`src/rtl/core/ipv4sm_pkg.sv`:
```
package ipv4sm_pkg;

  localparam logic [1:0] CMD_INSERT = 2'd0;
  localparam logic [1:0] CMD_DELETE = 2'd1;
  localparam logic [1:0] CMD_LOOKUP = 2'd2;

  localparam logic [1:0] ST_OK      = 2'd0;
  localparam logic [1:0] ST_FULL    = 2'd1;
  localparam logic [1:0] ST_NOID    = 2'd2;
  localparam logic [1:0] ST_NOMATCH = 2'd3;

  typedef struct packed {
    logic [1:0]  command;
    logic [31:0] address;
    logic [31:0] mask;
    logic [6:0]  entry_id;
  } ipv4sm_in_t;

  typedef struct packed {
    logic [1:0]  status;
    logic [6:0]  found_id;
    logic [31:0] found_address;
    logic [31:0] found_mask;
    logic [6:0]  entry_count;
  } ipv4sm_out_t;

  // One stored record
  typedef struct packed {
    logic [6:0]  id;
    logic [31:0] addr;
    logic [31:0] mask;
  } ipv4sm_rec_t;

  // Search wave that travels down the chain, one cell per cycle
  typedef struct packed {
    logic        act;
    logic        found;
    ipv4sm_rec_t rec;
  } ipv4sm_wave_t;

  // Broadcast from the controller to every cell
  typedef struct packed {
    logic [1:0]  cmd;
    logic [31:0] addr;
    logic [6:0]  want;
    logic        ins_we;
    ipv4sm_rec_t ins_rec;
    logic        apply;
  } ipv4sm_bcast_t;

endpackage

```
`src/rtl/core/ipv4sm_cell.sv`:
```
module ipv4sm_cell
  import ipv4sm_pkg::*;
#(
  parameter int unsigned ENTRIES = 64,
  parameter int unsigned IDX     = 0
) (
  input  logic                               clk_i,
  input  logic                               rst_ni,
  input  ipv4sm_bcast_t                      bc_i,
  input  logic [$clog2(ENTRIES+1)-1:0]       count_i,
  input  ipv4sm_wave_t                       wave_i,
  output ipv4sm_wave_t                       wave_o,
  input  ipv4sm_rec_t                        next_rec_i,
  output ipv4sm_rec_t                        rec_o
);

  localparam int unsigned CW = $clog2(ENTRIES + 1);
  localparam logic [CW-1:0] MyIdx = CW'(IDX);

  ipv4sm_rec_t  rec_q, rec_d;
  ipv4sm_wave_t wave_q, wave_d;
  logic         shift_q, shift_d;
  logic         valid, is_lkp, is_del, hit;

  always_comb begin
    valid  = count_i > MyIdx;
    is_lkp = bc_i.cmd == CMD_LOOKUP;
    is_del = bc_i.cmd == CMD_DELETE;
    hit    = valid && (is_lkp ? (((bc_i.addr ^ rec_q.addr) & rec_q.mask) == 32'd0)
                              : (is_del && (rec_q.id == bc_i.want)));

    // take the wave over if nobody upstream matched
    wave_d = wave_i;
    if (wave_i.act && !wave_i.found && hit) begin
      wave_d.found = 1'b1;
      wave_d.rec   = rec_q;
    end

    // mark cells at or past the deleted record
    shift_d = shift_q;
    if (wave_i.act) begin
      shift_d = is_del && (wave_i.found || hit);
    end else if (bc_i.apply) begin
      shift_d = 1'b0;
    end

    rec_d = rec_q;
    if (bc_i.ins_we && (count_i == MyIdx)) begin
      rec_d = bc_i.ins_rec;
    end else if (bc_i.apply && shift_q) begin
      rec_d = next_rec_i;
    end
  end

  always_ff @(posedge clk_i or negedge rst_ni) begin
    if (!rst_ni) begin
      wave_q  <= '0;
      shift_q <= 1'b0;
    end else begin
      wave_q  <= wave_d;
      shift_q <= shift_d;
    end
  end

  always_ff @(posedge clk_i) begin
    rec_q <= rec_d;
  end

  assign wave_o = wave_q;
  assign rec_o  = rec_q;

endmodule

```
`config.mk`:
```
export PLATFORM = sky130hd
export DESIGN_NAME = ipv4sm_cell
export DESIGN_NICKNAME = d
export VERILOG_FILES = /design/src/rtl/core/ipv4sm_pkg.sv /design/src/rtl/core/ipv4sm_cell.sv
export SDC_FILE = /design/constraint.sdc
export NUM_CORES = 1
export LEC_CHECK = 0
export BUFFER_PORTS_ARGS = -buffer_cell sky130_fd_sc_hd__buf_2
export CAP_MARGIN = 20
export CELL_PAD_IN_SITES_DETAIL_PLACEMENT = 0
export CELL_PAD_IN_SITES_GLOBAL_PLACEMENT = 1
export CORE_AREA = 2 2 161 163
export CTS_CLUSTER_DIAMETER = 80
export DETAILED_ROUTE_END_ITERATION = 7
export DIE_AREA = 0 0 163 165
export PLACE_DENSITY_LB_ADDON = 0.1
export SLEW_MARGIN = 40
export SYNTH_ARGS = -nofsm -noshare
export SYNTH_HDL_FRONTEND = slang
export SYNTH_SLANG_ARGS = --single-unit
```
`constraint.sdc`:
```
create_clock -name clk_i -period 2.2 [get_ports clk_i]
set_clock_uncertainty 0.15 [all_clocks]
set_input_delay 0.55 -clock clk_i [delete_from_list [all_inputs] [get_ports clk_i]]
set_output_delay 0.55 -clock clk_i [all_outputs]
set_load 0.1 [all_outputs]
```
# After elaboration in Yosys (flattened, before gate mapping)
# Cells that the tools add are included.
# word_totals
word_cells	34
in_bits	267
out_inout_bits	144
regBits	145
# classes
n_reduce_logical	13
mux	6
n_bitwise	2
eq_ne	3
n_lt_le_gt_ge	1
# ops
op	n
$mux 71	2
$mux 72	1
$and 32x32->32	1
$logic_not 32->1	1
$xor 32x32->32	1
$eq 7x7->1	1
$gt 7x1->1 const B	1
$logic_and 1x1->1	7
$logic_not 7->1	1
$reduce_bool 2->1	2
$mux 1	3
$eq 2x1->1 const B	1
$eq 2x2->1 const B	1
$logic_not 1->1	1
$logic_or 1x1->1	1

# Logic depth before layout (Yosys ltp)
# logic_depth
ltp_word	8
ltp_mapped	7

# Worst setup path after synthesis
# OpenSTA, ideal clock, no wires.
# synth_path
path_type	input to register
from	in count_i[1]
to	reg rec_q (netlist bit rec_o[0]), enable pin
required_time_ps	1619
cell_stages	5
arrival_time_ps	2966
setup_time_ps	431
setup_slack_ps	-1347
n_path_buf	1
path_cell_list	nor4_2 -> and2_1 -> nand2_1 -> clkbuf_1 -> nand2_1
# synth_between
elab_chain_len	3
# synth_lines
item	line	source
start: declaration	ipv4sm_cell.sv:10	input logic [$clog2(ENTRIES+1)-1:0] count_i,
$logic_not 7->1	ipv4sm_cell.sv:48	if (bc_i.ins_we && (count_i == MyIdx)) begin
$logic_and 1x1->1	ipv4sm_cell.sv:48	
$reduce_bool 2->1 (no line)	n/a	
end signal: assignment	ipv4sm_cell.sv:66	rec_q <= rec_d;
end: declaration	ipv4sm_cell.sv:20	ipv4sm_rec_t rec_q, rec_d;
# No other way between the ends.
# A chain may end at the register's enable or synchronous reset.

==> impl_metrics.env <==
export IMPL_place_gp_congestion=0.757
export IMPL_crit_family="buffers and inverters"
export IMPL_min_period_ns=2.41
export IMPL_status="finished, violations left"
export IMPL_synth_cell_types=28
export IMPL_tritoncts="done"
export IMPL_timing_rr_start="rec_o[63]"
export IMPL_placed_area_mm2=0.00973
export IMPL_startpoint_type="flop"
export IMPL_nets=1156
export IMPL_root_buffer="clkbuf_16"
export IMPL_cp_depth=10
export IMPL_mostFrequentLayoutCells="409 x buf_2, 76 x buf_4, 74 x dfrtp_1"
export IMPL_portBuffers=410
export IMPL_ys_ff_latch=145
export IMPL_switching_share_pct=29.7
export IMPL_layout_commonest_cell="buf_2"
export IMPL_crit_fanout=10
export IMPL_synth_edf_count=71
export IMPL_rsz0062_at_grt="true"
export IMPL_antenna_left=0
export IMPL_grt_pass1_wl_um=33600
export IMPL_antenna_found_initial=4
export IMPL_fp_dieH_um=165
export IMPL_syn_area_per_cell_um2=17.2
export IMPL_ys_warn_count=0
export IMPL_rows=58
export IMPL_clkPwrFrac_pct=40.6
export IMPL_num_vias=5209
export IMPL_syn_cell_area_mm2=0.00661
export IMPL_hold_violations=0
export IMPL_cts_sinks=145
export IMPL_slowest_delay_ns=0.40
export IMPL_crit_required_ns=2.35
export IMPL_h_tree_depth=4
export IMPL_fin_area_mm2=0.0105
export IMPL_grt_util_all_layers_pct=17.3
export IMPL_max_cap_violations=0
export IMPL_cts_buffers=17
export IMPL_clock_fmax_mhz=415
export IMPL_ir_drop_mv=0.357
export IMPL_drt_wirelength_per_cell_um=19.4
export IMPL_p_int_mw=5.18
export IMPL_hold_end="wave_o[54]"
export IMPL_hold_path_class="in2reg"
export IMPL_grt_max_degree=33
export IMPL_cellPowerDensity_mw_per_mm2=699
export IMPL_routed_wirelength_um=23900
export IMPL_ys_async_sr_fraction_pct=51.0
export IMPL_worst_pin_slew_ns=0.531
export IMPL_worstPathCellList="xor2_1 -> a22oi_1 -> buf_4 -> nand4_1 -> nor3_2 -> buf_4 -> a41oi_4 -> buf_12 -> clkbuf_16 -> mux2_4"
export IMPL_failed_checks="negative setup slack"
export IMPL_fin_tns_setup_ns=-13.06
export IMPL_r2r_cells=10
export IMPL_coreArea_mm2=0.0250
export IMPL_path_buf_inv=4
export IMPL_overflow=0
export IMPL_relSlewSlack_pct=64.8
export IMPL_die_area_mm2=0.0269
export IMPL_initial_core_util_pct=26.4
export IMPL_drtIter0Drc=199
export IMPL_syn_to_final_growth_pct=59.3
export IMPL_timing_hold_ws_ns=0.204
export IMPL_r2r_end="wave_o[12]"
export IMPL_drcViolationCount=0
export IMPL_via_per_inst=4.22
export IMPL_crit_path_frequent_cell="buf_4"
export IMPL_syn_nets=651
export IMPL_dr_pass1_iters=6
export IMPL_clk_pin_slew_ns=0.07
export IMPL_slowest_stage="edfxtp_1"
export IMPL_seq_area_mm2=0.00398
export IMPL_cp_arrival_ns=2.56
export IMPL_hpwl_um=18700
export IMPL_ios=411
export IMPL_ys_seq_area_share_pct=60.3
export IMPL_reg2reg_slack_ns=-0.21
export IMPL_synthFlopType="dfrtp_1"
export IMPL_fill_cells=2449
export IMPL_drive_above_1_share_pct=75.6
export IMPL_cts_max_path_buffers=2
export IMPL_synthCells=384
export IMPL_worst_slack_ns=-0.207
export IMPL_path_class="reg2reg"
export IMPL_power_frac_comb_pct=19.0
export IMPL_finish_utilization_pct=42.1
export IMPL_hold_path_depth=2
export IMPL_min_from="wave_i[54]"
export IMPL_die_w_um=163
export IMPL_setup_viol=71
export IMPL_drv_slew=0
export IMPL_clock_latency_ns=0.42
export IMPL_leakagePower_nw=5.17
export IMPL_netSwitchingPower_mw=2.19
export IMPL_critPathCaptureType="flop"
export IMPL_multiInputGateArea_mm2=0.00259
export IMPL_grt_pass1_vias=5693
export IMPL_pwr_share_seq_pct=40.5
export IMPL_min_period_over_period_pct=109
## worst register-to-register path, cell delays in order, from the launching register on
cell and delay, ns:
edfxtp_1 0.40, xor2_1 0.16, a22oi_1 0.23, buf_4 0.18
nand4_1 0.11, nor3_2 0.13, buf_4 0.14, a41oi_4 0.12
buf_12 0.18, clkbuf_16 0.19, mux2_4 0.30
## layout make-up
cell class,count,area share (%)
antenna,2,0.0475
clock buffer,19,4.11
clock inverter,13,1.53
inverter,1,0.0356
multi-input combinational,224,24.6
sequential,145,37.8
tap,330,3.92
timing repair buffer,500,27.9
## registers in the layout (all words and copies together), names as in the netlist
name / count
shift_q: 1
wave_o: 73
rec_o: 71
## routing by layer
layer / global-route usage [%] / wire, µm / vias up
met5: 0 / 0 / -
met4: 5.87 / 424 / 0
met3: 4.92 / 1660 / 26
met2: 31.2 / 12700 / 230
met1: 19.7 / 9170 / 2508
li1: - / - / 2445
## worst max path at each step
stage	startpoint	end	slack, ns
6_report	rec_o[63]	wave_o[12]	-0.21
5_1_grt	rec_o[54]	wave_o[33]	-0.30
4_1_cts	rec_o[54]	wave_o[60]	-0.26
3_5_place_dp	bc_i[102]	wave_o[11]	-0.74
3_3_place_gp	bc_i[102]	wave_o[23]	-0.74
2_1_floorplan	rec_o[53]	wave_o[64]	-0.56
## stage by stage
stage	cells	power [mW]	setup slack, ns
after floorplan	384	3.93	-0.563
after global placement	1192	4.42	-0.743
after detailed placement	1192	4.44	-0.744
after CTS	1231	7.48	-0.262
after global routing	1234	7.63	-0.297
final	1234	7.37	-0.207
## timing repair
item | 4_1_cts | 5_1_grt
setup buffers | 3 | 0
hold buffers | 1 | 0
setup endpoints to repair | 71 | 71
endpoints found under the hold margin | 23 | 0
gates cloned | 3 | 1
gates resized for setup | 11 | 3
pin swaps | 3 | 1
## cells in the mapped netlist, drive strengths merged (2+ instances only)
master	number	area (µm²)
nor3	2	15.0
xor2	32	280
nor4	3	25.0
buf	7	78.8
nor2b	2	12.5
dfrtp	74	1850
mux2	142	1860
nand2	8	30.0
a22oi	10	75.1
nand4	2	12.5
xnor2	7	61.3
clkbuf	7	26.3
edfxtp	71	2130
a22o	3	26.3
a221oi	3	26.3
and2	2	12.5
## kinds of logic (layout without fill, tap and decap cells)
kind of cell | after synthesis | count (layout) | share of synthesized area (%)
XOR/XNOR | 39 | 39 | 5.17
flip-flops | 145 | 145 | 60.3
AO/OA/AOI/OAI | 20 | 20 | 2.73
buffers and inverters | 15 | 533 | 1.65
AND/OR/NAND/NOR | 23 | 23 | 2.04
multiplexers | 142 | 142 | 28.2
other | 0 | 2 | 0
## power by group through the flow
stage | registers [mW] | clock network, mW | logic [mW]
floorplan | 3.71 | 0 | 0.223
global placement | 3.03 | 0 | 1.39
detailed placement | 3.04 | 0 | 1.40
CTS | 2.98 | 3.09 | 1.41
global route | 2.99 | 3.18 | 1.46
finish | 2.98 | 2.99 | 1.40
Power figures use the tool's default switching activity.
