File: src/rtl/core/ipv4sm_pkg.sv
package ipv4sm_pkg;

  localparam logic [1:0] CMD_INSERT = 2'd0;
  localparam logic [1:0] CMD_DELETE = 2'd1;
  localparam logic [1:0] CMD_LOOKUP = 2'd2;

  localparam logic [1:0] ST_OK      = 2'd0;
  localparam logic [1:0] ST_FULL    = 2'd1;
  localparam logic [1:0] ST_NOID    = 2'd2;
  localparam logic [1:0] ST_NOMATCH = 2'd3;

  typedef struct packed {
    logic [1:0]  command;
    logic [31:0] address;
    logic [31:0] mask;
    logic [6:0]  entry_id;
  } ipv4sm_in_t;

  typedef struct packed {
    logic [1:0]  status;
    logic [6:0]  found_id;
    logic [31:0] found_address;
    logic [31:0] found_mask;
    logic [6:0]  entry_count;
  } ipv4sm_out_t;

  // One stored record
  typedef struct packed {
    logic [6:0]  id;
    logic [31:0] addr;
    logic [31:0] mask;
  } ipv4sm_rec_t;

  // Search wave that travels down the chain, one cell per cycle
  typedef struct packed {
    logic        act;
    logic        found;
    ipv4sm_rec_t rec;
  } ipv4sm_wave_t;

  // Broadcast from the controller to every cell
  typedef struct packed {
    logic [1:0]  cmd;
    logic [31:0] addr;
    logic [6:0]  want;
    logic        ins_we;
    ipv4sm_rec_t ins_rec;
    logic        apply;
  } ipv4sm_bcast_t;

endpackage

File: src/rtl/core/ipv4sm_ctrl.sv
module ipv4sm_ctrl
  import ipv4sm_pkg::*;
#(
  parameter int unsigned ENTRIES = 64
) (
  input  logic                               clk_i,
  input  logic                               rst_ni,
  input  logic                               in_valid_i,
  output logic                               in_stall_o,
  input  ipv4sm_in_t                         in_data_i,
  output logic                               out_valid_o,
  input  logic                               out_stall_i,
  output ipv4sm_out_t                        out_data_o,
  output ipv4sm_bcast_t                      bc_o,
  output logic [$clog2(ENTRIES+1)-1:0]       count_o,
  output ipv4sm_wave_t                       wave_o,
  input  ipv4sm_wave_t                       wave_i
);

  localparam int unsigned CW = $clog2(ENTRIES + 1);
  localparam logic [CW-1:0] Full = CW'(ENTRIES);

  localparam logic [1:0] S_IDLE = 2'd0;
  localparam logic [1:0] S_SCAN = 2'd1;
  localparam logic [1:0] S_FIN  = 2'd2;

  logic [1:0]    state_q, state_d;
  logic [CW-1:0] count_q, count_d;
  logic          start_q, start_d;
  logic [1:0]    cmd_q, cmd_d;
  logic [31:0]   addr_q, addr_d;
  logic [6:0]    want_q, want_d;
  ipv4sm_wave_t  res_q, res_d;
  logic          out_valid_q, out_valid_d;
  ipv4sm_out_t   out_q, out_d;

  logic          slot_free, in_fire, ins_we, apply;
  logic [CW-1:0] count_inc, count_dec;
  logic [CW+6:0] ext_inc, ext_dec, ext_cnt;

  always_comb begin
    slot_free  = !out_valid_q || !out_stall_i;
    in_stall_o = (state_q != S_IDLE) || !slot_free;
    in_fire    = in_valid_i && !in_stall_o;
    count_inc  = count_q + 1'b1;
    count_dec  = count_q - 1'b1;
    ext_inc    = {7'd0, count_inc};
    ext_dec    = {7'd0, count_dec};
    ext_cnt    = {7'd0, count_q};

    state_d     = state_q;
    count_d     = count_q;
    start_d     = 1'b0;
    cmd_d       = cmd_q;
    addr_d      = addr_q;
    want_d      = want_q;
    res_d       = res_q;
    out_d       = out_q;
    ins_we      = 1'b0;
    apply       = 1'b0;
    out_valid_d = out_valid_q && out_stall_i;

    unique case (state_q)
      S_IDLE: begin
        if (in_fire) begin
          cmd_d  = in_data_i.command;
          addr_d = in_data_i.address;
          want_d = in_data_i.entry_id;
          case (in_data_i.command) inside
            CMD_INSERT: begin
              out_valid_d = 1'b1;
              if (count_q == Full) begin
                out_d = '{status: ST_FULL, found_id: 7'd0, found_address: 32'd0,
                          found_mask: 32'd0, entry_count: ext_cnt[6:0]};
              end else begin
                ins_we  = 1'b1;
                count_d = count_inc;
                out_d   = '{status: ST_OK, found_id: ext_inc[6:0],
                            found_address: in_data_i.address,
                            found_mask: in_data_i.mask, entry_count: ext_inc[6:0]};
              end
            end
            CMD_DELETE, CMD_LOOKUP: begin
              start_d = 1'b1;
              state_d = S_SCAN;
            end
            default: begin
              out_valid_d = 1'b1;
              out_d = '{status: ST_OK, found_id: 7'd0, found_address: 32'd0,
                        found_mask: 32'd0, entry_count: ext_cnt[6:0]};
            end
          endcase
        end
      end
      S_SCAN: begin
        // hold until the wave leaves the last cell
        if (wave_i.act) begin
          res_d   = wave_i;
          state_d = S_FIN;
        end
      end
      S_FIN: begin
        if (slot_free) begin
          out_valid_d = 1'b1;
          state_d     = S_IDLE;
          if (res_q.found) begin
            if (cmd_q == CMD_DELETE) begin
              apply   = 1'b1;
              count_d = count_dec;
            end
            out_d = '{status: ST_OK, found_id: res_q.rec.id,
                      found_address: res_q.rec.addr, found_mask: res_q.rec.mask,
                      entry_count: (cmd_q == CMD_DELETE) ? ext_dec[6:0] : ext_cnt[6:0]};
          end else begin
            out_d = '{status: (cmd_q == CMD_DELETE) ? ST_NOID : ST_NOMATCH,
                      found_id: 7'd0, found_address: 32'd0, found_mask: 32'd0,
                      entry_count: ext_cnt[6:0]};
          end
        end
      end
      default: begin
        state_d = S_IDLE;
      end
    endcase
  end

  always_ff @(posedge clk_i or negedge rst_ni) begin
    if (!rst_ni) begin
      state_q     <= S_IDLE;
      count_q     <= '0;
      start_q     <= 1'b0;
      out_valid_q <= 1'b0;
    end else begin
      state_q     <= state_d;
      count_q     <= count_d;
      start_q     <= start_d;
      out_valid_q <= out_valid_d;
    end
  end

  always_ff @(posedge clk_i) begin
    cmd_q  <= cmd_d;
    addr_q <= addr_d;
    want_q <= want_d;
    res_q  <= res_d;
    out_q  <= out_d;
  end

  always_comb begin
    bc_o.cmd         = cmd_q;
    bc_o.addr        = addr_q;
    bc_o.want        = want_q;
    bc_o.ins_we      = ins_we;
    bc_o.ins_rec     = '{id: ext_inc[6:0], addr: in_data_i.address, mask: in_data_i.mask};
    bc_o.apply       = apply;
    wave_o           = '0;
    wave_o.act       = start_q;
  end

  assign count_o     = count_q;
  assign out_valid_o = out_valid_q;
  assign out_data_o  = out_q;

  a_wave_in_scan: assert property (@(posedge clk_i) disable iff (!rst_ni)
    wave_i.act |-> state_q == S_SCAN)
    else $error("search wave returned outside of scan");

  a_start_in_scan: assert property (@(posedge clk_i) disable iff (!rst_ni)
    start_q |-> state_q == S_SCAN)
    else $error("search wave launched outside of scan");

  a_count_range: assert property (@(posedge clk_i) disable iff (!rst_ni)
    count_q <= Full)
    else $error("entry count beyond table size");

  a_insert_count: assert property (@(posedge clk_i) disable iff (!rst_ni)
    ins_we |=> count_q == $past(count_q) + 1'b1)
    else $error("insert did not advance entry count");

endmodule
File: config.mk
export PLATFORM = sky130hd
export DESIGN_NAME = ipv4sm_ctrl
export DESIGN_NICKNAME = d
export VERILOG_FILES = /design/src/rtl/core/ipv4sm_pkg.sv /design/src/rtl/core/ipv4sm_ctrl.sv
export SDC_FILE = /design/constraint.sdc
export NUM_CORES = 1
export LEC_CHECK = 0
export ABC_CLOCK_PERIOD_IN_PS = 11800
export BUFFER_PORTS_ARGS = -buffer_cell sky130_fd_sc_hd__buf_4
export CAP_MARGIN = 25
export CORE_AREA = 3 3 163 165
export DETAILED_ROUTE_END_ITERATION = 16
export DIE_AREA = 0 0 166 168
export HOLD_SLACK_MARGIN = 0.05
export PLACE_DENSITY_LB_ADDON = 0.2
export SYNTH_ARGS = -nofsm -noshare
export SYNTH_HDL_FRONTEND = slang
export SYNTH_SLANG_ARGS = --single-unit
export TNS_END_PERCENT = 10
File: constraint.sdc
create_clock -name clk_i -period 11.8 [get_ports clk_i]
set_input_delay 1.77 -clock clk_i [delete_from_list [all_inputs] [get_ports clk_i]]
set_output_delay 1.77 -clock clk_i [all_outputs]
set_load 0.01 [all_outputs]
# Word-level counts from Yosys, hierarchy flattened
# Cells that the tools add are included.
[op_classes]
add_sub_neg = 2
multipliers = 0
div = 0
n_lt_le_gt_ge = 0
eq_ne = 15
shifts = 0
n_mux = 38
n_bitwise = 0
reduce_logical = 18
[ops]
columns = ["operator", "count"]
rows = [
  ["80-bit two-way mux", 5],
  ["80-bit one-hot mux with 2 select lines", 1],
  ["79-bit two-way mux", 1],
  ["7-bit two-way mux", 6],
  ["1-bit two-way mux", 17],
  ["2-bit inequality test (second input constant)", 7],
  ["7-bit one-hot mux with 2 select lines", 1],
  ["2-bit two-way mux", 5],
  ["7-bit by 1-bit adder with 7-bit output (second input constant)", 1],
  ["7-bit == test (second input constant)", 1],
  ["7-bit by 1-bit subtractor with 7-bit output (second input constant)", 1],
  ["2-bit by 1-bit == test with 1-bit output (second input constant)", 3],
  ["2-bit one-hot mux with 3 select lines", 1],
  ["6-bit AND reduction", 1],
  ["5-bit AND reduction", 1],
  ["2-bit == test (second input constant)", 2],
  ["1-bit logical NOT", 4],
  ["2-bit logical NOT", 2],
  ["2-bit AND reduction", 2],
  ["4-bit AND reduction", 1],
  ["2-bit nonzero test", 2],
  ["3-bit inequality test (second input constant)", 1],
  ["1-bit logical AND", 2],
  ["1-bit logical OR", 2],
  ["3 further kinds", 3],
]
[word_totals]
regBits = 204
latchBits = 0
mem_bits_rw = 0
rom_bits = 0
out_inout_bits = 276
elab_cells = 89
mem_count = 0

# Longest topological paths before layout
[logic_depth]
word_depth = 8
mapped_depth = 8
ltp_nobuf = 7

# Least setup slack after synthesis
# OpenSTA, ideal clock, no wires.
[synth_path]
path_type = "input -> register"
startpoint = "in wave_i[72] (netlist bit)"
endpoint = "reg res_q[0] (netlist bit), enable pin"
arrival_time_ns = 4.844
required_time_ns = 11.298
path_slack_ns = 6.454
stages = 2
n_path_buf = 0
path_cell_list = "nand2_1 -> nor2_1"
[synth_via]
elab_chain_cells = 1
[synth_lines]
columns = ["element", "line_no", "source"]
rows = [
  ["start, declared", "ipv4sm_ctrl.sv:17", "input ipv4sm_wave_t wave_i"],
  ["2-bit AND reduction (no line)", "--", ""],
  ["end signal, assigned", "ipv4sm_ctrl.sv:145", "res_q <= res_d;"],
  ["end, declared", "ipv4sm_ctrl.sv:33", "ipv4sm_wave_t res_q, res_d;"],
]
# Every way passes these cells.
# A chain may end at the register's enable or synchronous reset.

==> impl_metrics.py <==
metrics = {
    "pwr": {
        "netSwitchingFraction_pct": 27.4,
        "p_clk_share_pct": 35.8,
        "power_frac_comb_pct": 21.0,
        "leakagePower_nw": 4.93,
        "power_mw": 2.24,
        "p_switching_uw": 613,
        "ir_drop_v": 0.000105,
        "intPower_mw": 1.62,
        "power_density_nw_per_um2": 188,
        "power_frac_seq_pct": 43.3,
    },
    "die": {
        "start_util_pct": 34.8,
        "fp.dieW_um": 166,
        "coreArea_um2": 25200,
        "num_rows": 58,
        "boundaryPins": 426,
        "die_area_um2": 27900,
        "die_h_um": 168,
    },
    "timing": {
        "slew_viol_final": 0,
        "worst_pin_slew_ns": 0.956,
        "period_share_pct": 37.9,
        "hold_ws_ns": 0.529,
        "hold_violations": 0,
        "period_needed_ns": 4.48,
        "fin_setup_tns_ns": 0,
        "worst_slack_ns": 7.32,
        "max_slew_margin_pct": 36.3,
        "skew_ns": 0.0180,
        "setup_viol": 0,
        "rsz0062_at_grt": "no",
        "fmax_ghz": 0.223,
    },
    "finish": {
        "layout_common_cells": "buf_4 (360), edfxtp_1 (193), conb_1 (72), a22o_1 (67), clkbuf_16 (24)",
        "layout.cells.non_filler": 1222,
        "area_growth_syn_to_layout_pct": 35.9,
        "fillCellCount": 2306,
        "postLayoutCoreUtil_pct": 47.3,
        "nets": 1028,
        "drive_gt1_share_pct": 46.5,
        "final_common_cell": "buf_4",
        "design_area_um2": 11900,
    },
    "clocking": {
        "cts_setup_buffers": 0,
        "cts_tree": "done",
        "path_clk_slew_ns": 0.06,
        "cts_resized": 0,
        "holdBufCountCts": 0,
        "clk_latency_ns": 0.52,
        "root_buffer": "clkbuf_16",
        "clk_path_buf_depth": 3,
        "cts_buffers": 24,
        "clock_sinks": 204,
        "cts_max_level": 1,
    },
    "logic_synthesis": {
        "async_flop_share_pct": 5.39,
        "synthCells": 579,
        "synth_cell_type_count": 53,
        "syn_avg_cell_area_um2": 15.1,
        "ys_warn_count": 0,
        "syn-cell-area_um2": 8770,
        "synth_edf_count": 193,
        "synth_flop_cell": "edfxtp_1",
        "ys_ff_latch": 204,
        "yosys.area.top_type_share_pct": 66.1,
        "ys_seq_area_share_pct": 69.2,
        "synth_area_leaders": "edfxtp_1 (66%), buf_4 (12%), a22o_1 (6.7%)",
        "yosysTopAreaCell": "edfxtp_1",
    },
    "setup_path": {
        "r2r_start": "count_o[0]",
        "required_ns": 10.03,
        "critPathMaxFanout": 13,
        "end_kind": "output port",
        "path_class": "primary input to output port",
        "critPathLaunch": "out_stall_i",
        "startpoint_type": "primary input",
        "arrival_ns": 2.71,
    },
    "global_route": {
        "grt_pass1_vias": 5509,
        "antenna_found_initial": 1,
        "overflow": 0,
        "grt_max_degree": 75,
        "grt_usage_pct": 15.5,
        "grt_pass1_wl_um": 33800,
    },
    "placement": {
        "placed_cells": 1175,
        "dp_hpwl_um": 16800,
        "gp_congestion": 0.809,
        "io_buffers": 353,
        "dpl-instance-area_um2": 11000,
        "place_ws_ns": 7.33,
    },
    "routing": {
        "wl_um": 23300,
        "drt-initial-drc-count": 400,
        "drc_errors": 0,
        "wl_per_cell_um": 19.1,
        "via_per_inst": 4.60,
        "drt_pre_antenna_iters": 5,
        "vias": 5616,
        "antenna_left": 0,
    },
    "job": {
        "maxCapViolations": 0,
    },
    "hold_path": {
        "hold_class": "flop to flop",
        "hold_path_startpoint": "res_q[68]",
    },
    "run_status": {
        "status": "completed",
    },
}
-- layout make-up --
class                           instances  area [µm²]  share of cell area (%)
Inverter                               10        37.5                   0.315
Multi-Input combinational cell        271        1780                    14.9
Timing Repair Buffer                  362        2750                    23.1
Clock buffer                           28         616                    5.17
Clock inverter                         16         248                    2.08
Antenna cell                            1        2.50                  0.0210
Sequential cell                       204        6070                    51.0
Tap cell                              330         413                    3.47
-- metal layers --
metal	global-route usage (%)	up-vias	part of all wire, %	wire length [µm]
met5	0	-	0	0
met4	3.91	0	1.9	435
li1	-	2575	-	-
met3	5.24	27	10	2420
met2	27.2	323	50	11700
met1	18.3	2691	37	8720
-- logic make-up after synthesis --
| family | synth area share [%] |
|---|---|
| AO/OA/AOI/OAI | 11.1 |
| XOR/XNOR | 0.899 |
| flip-flops | 69.2 |
| buffers and inverters | 13.7 |
| adder cells (fa/ha/maj) | 0.713 |
| AND/OR/NAND/NOR | 4.24 |
| other | 0.0428 |
-- power groups by stage --
stage	registers (mW)	clock network, mW	logic (mW)
6_report	0.968	0.801	0.469
2_1_floorplan	0.994	0	0.237
4_1_cts	0.969	0.825	0.475
3_3_place_gp	0.983	0	0.467
5_1_grt	0.979	0.856	0.510
3_5_place_dp	0.983	0	0.473
-- final timing paths --
| path | to | slack (ns) | cells past startpoint |
|---|---|---|---|
| max | bc_o[72] | 7.32 | 6 |
| min | out_data_o[75] | 0.53 | 2 |
| max reg2reg | out_data_o[2] | 9.23 | 7 |
| min reg2reg | out_data_o[75] | 0.53 | 2 |
| max in group asynchronous | count_o[3] | 10.54 | 1 |
| min in group asynchronous | start_q | 1.10 | 1 |
-- synthesized netlist by cell type, drive strengths merged (2+ instances only) --
library cell / n
edfxtp: 193
buf: 153
a22o: 67
nand2: 22
clkbuf: 12
dfrtp: 11
inv: 10
nand3: 10
o21ai: 9
a21oi: 8
nor2: 7
nor3: 7
xnor2: 7
o211ai: 6
ha: 5
nand2b: 5
o221ai: 5
and2: 4
o22ai: 4
nand3b: 3
nor2b: 3
a211oi: 2
a22oi: 2
nand4: 2
o32ai: 2
xor2: 2
-- worst max-delay path: stages --
cell	delay, ns
buf_4	0.12
a21oi_1	0.11
buf_4	0.21
nand3b_1	0.19
nor2_1	0.16
buf_4	0.13
-- sequential cells by signal, summed over array words and instances, names as in the netlist --
name,cells
addr_q,32
cmd_q,2
count_o,7
out_data_o,80
out_valid_o,1
res_q,72
start_q,1
state_q,2
want_q,7
No activity file was read; power rests on OpenSTA's default activity.
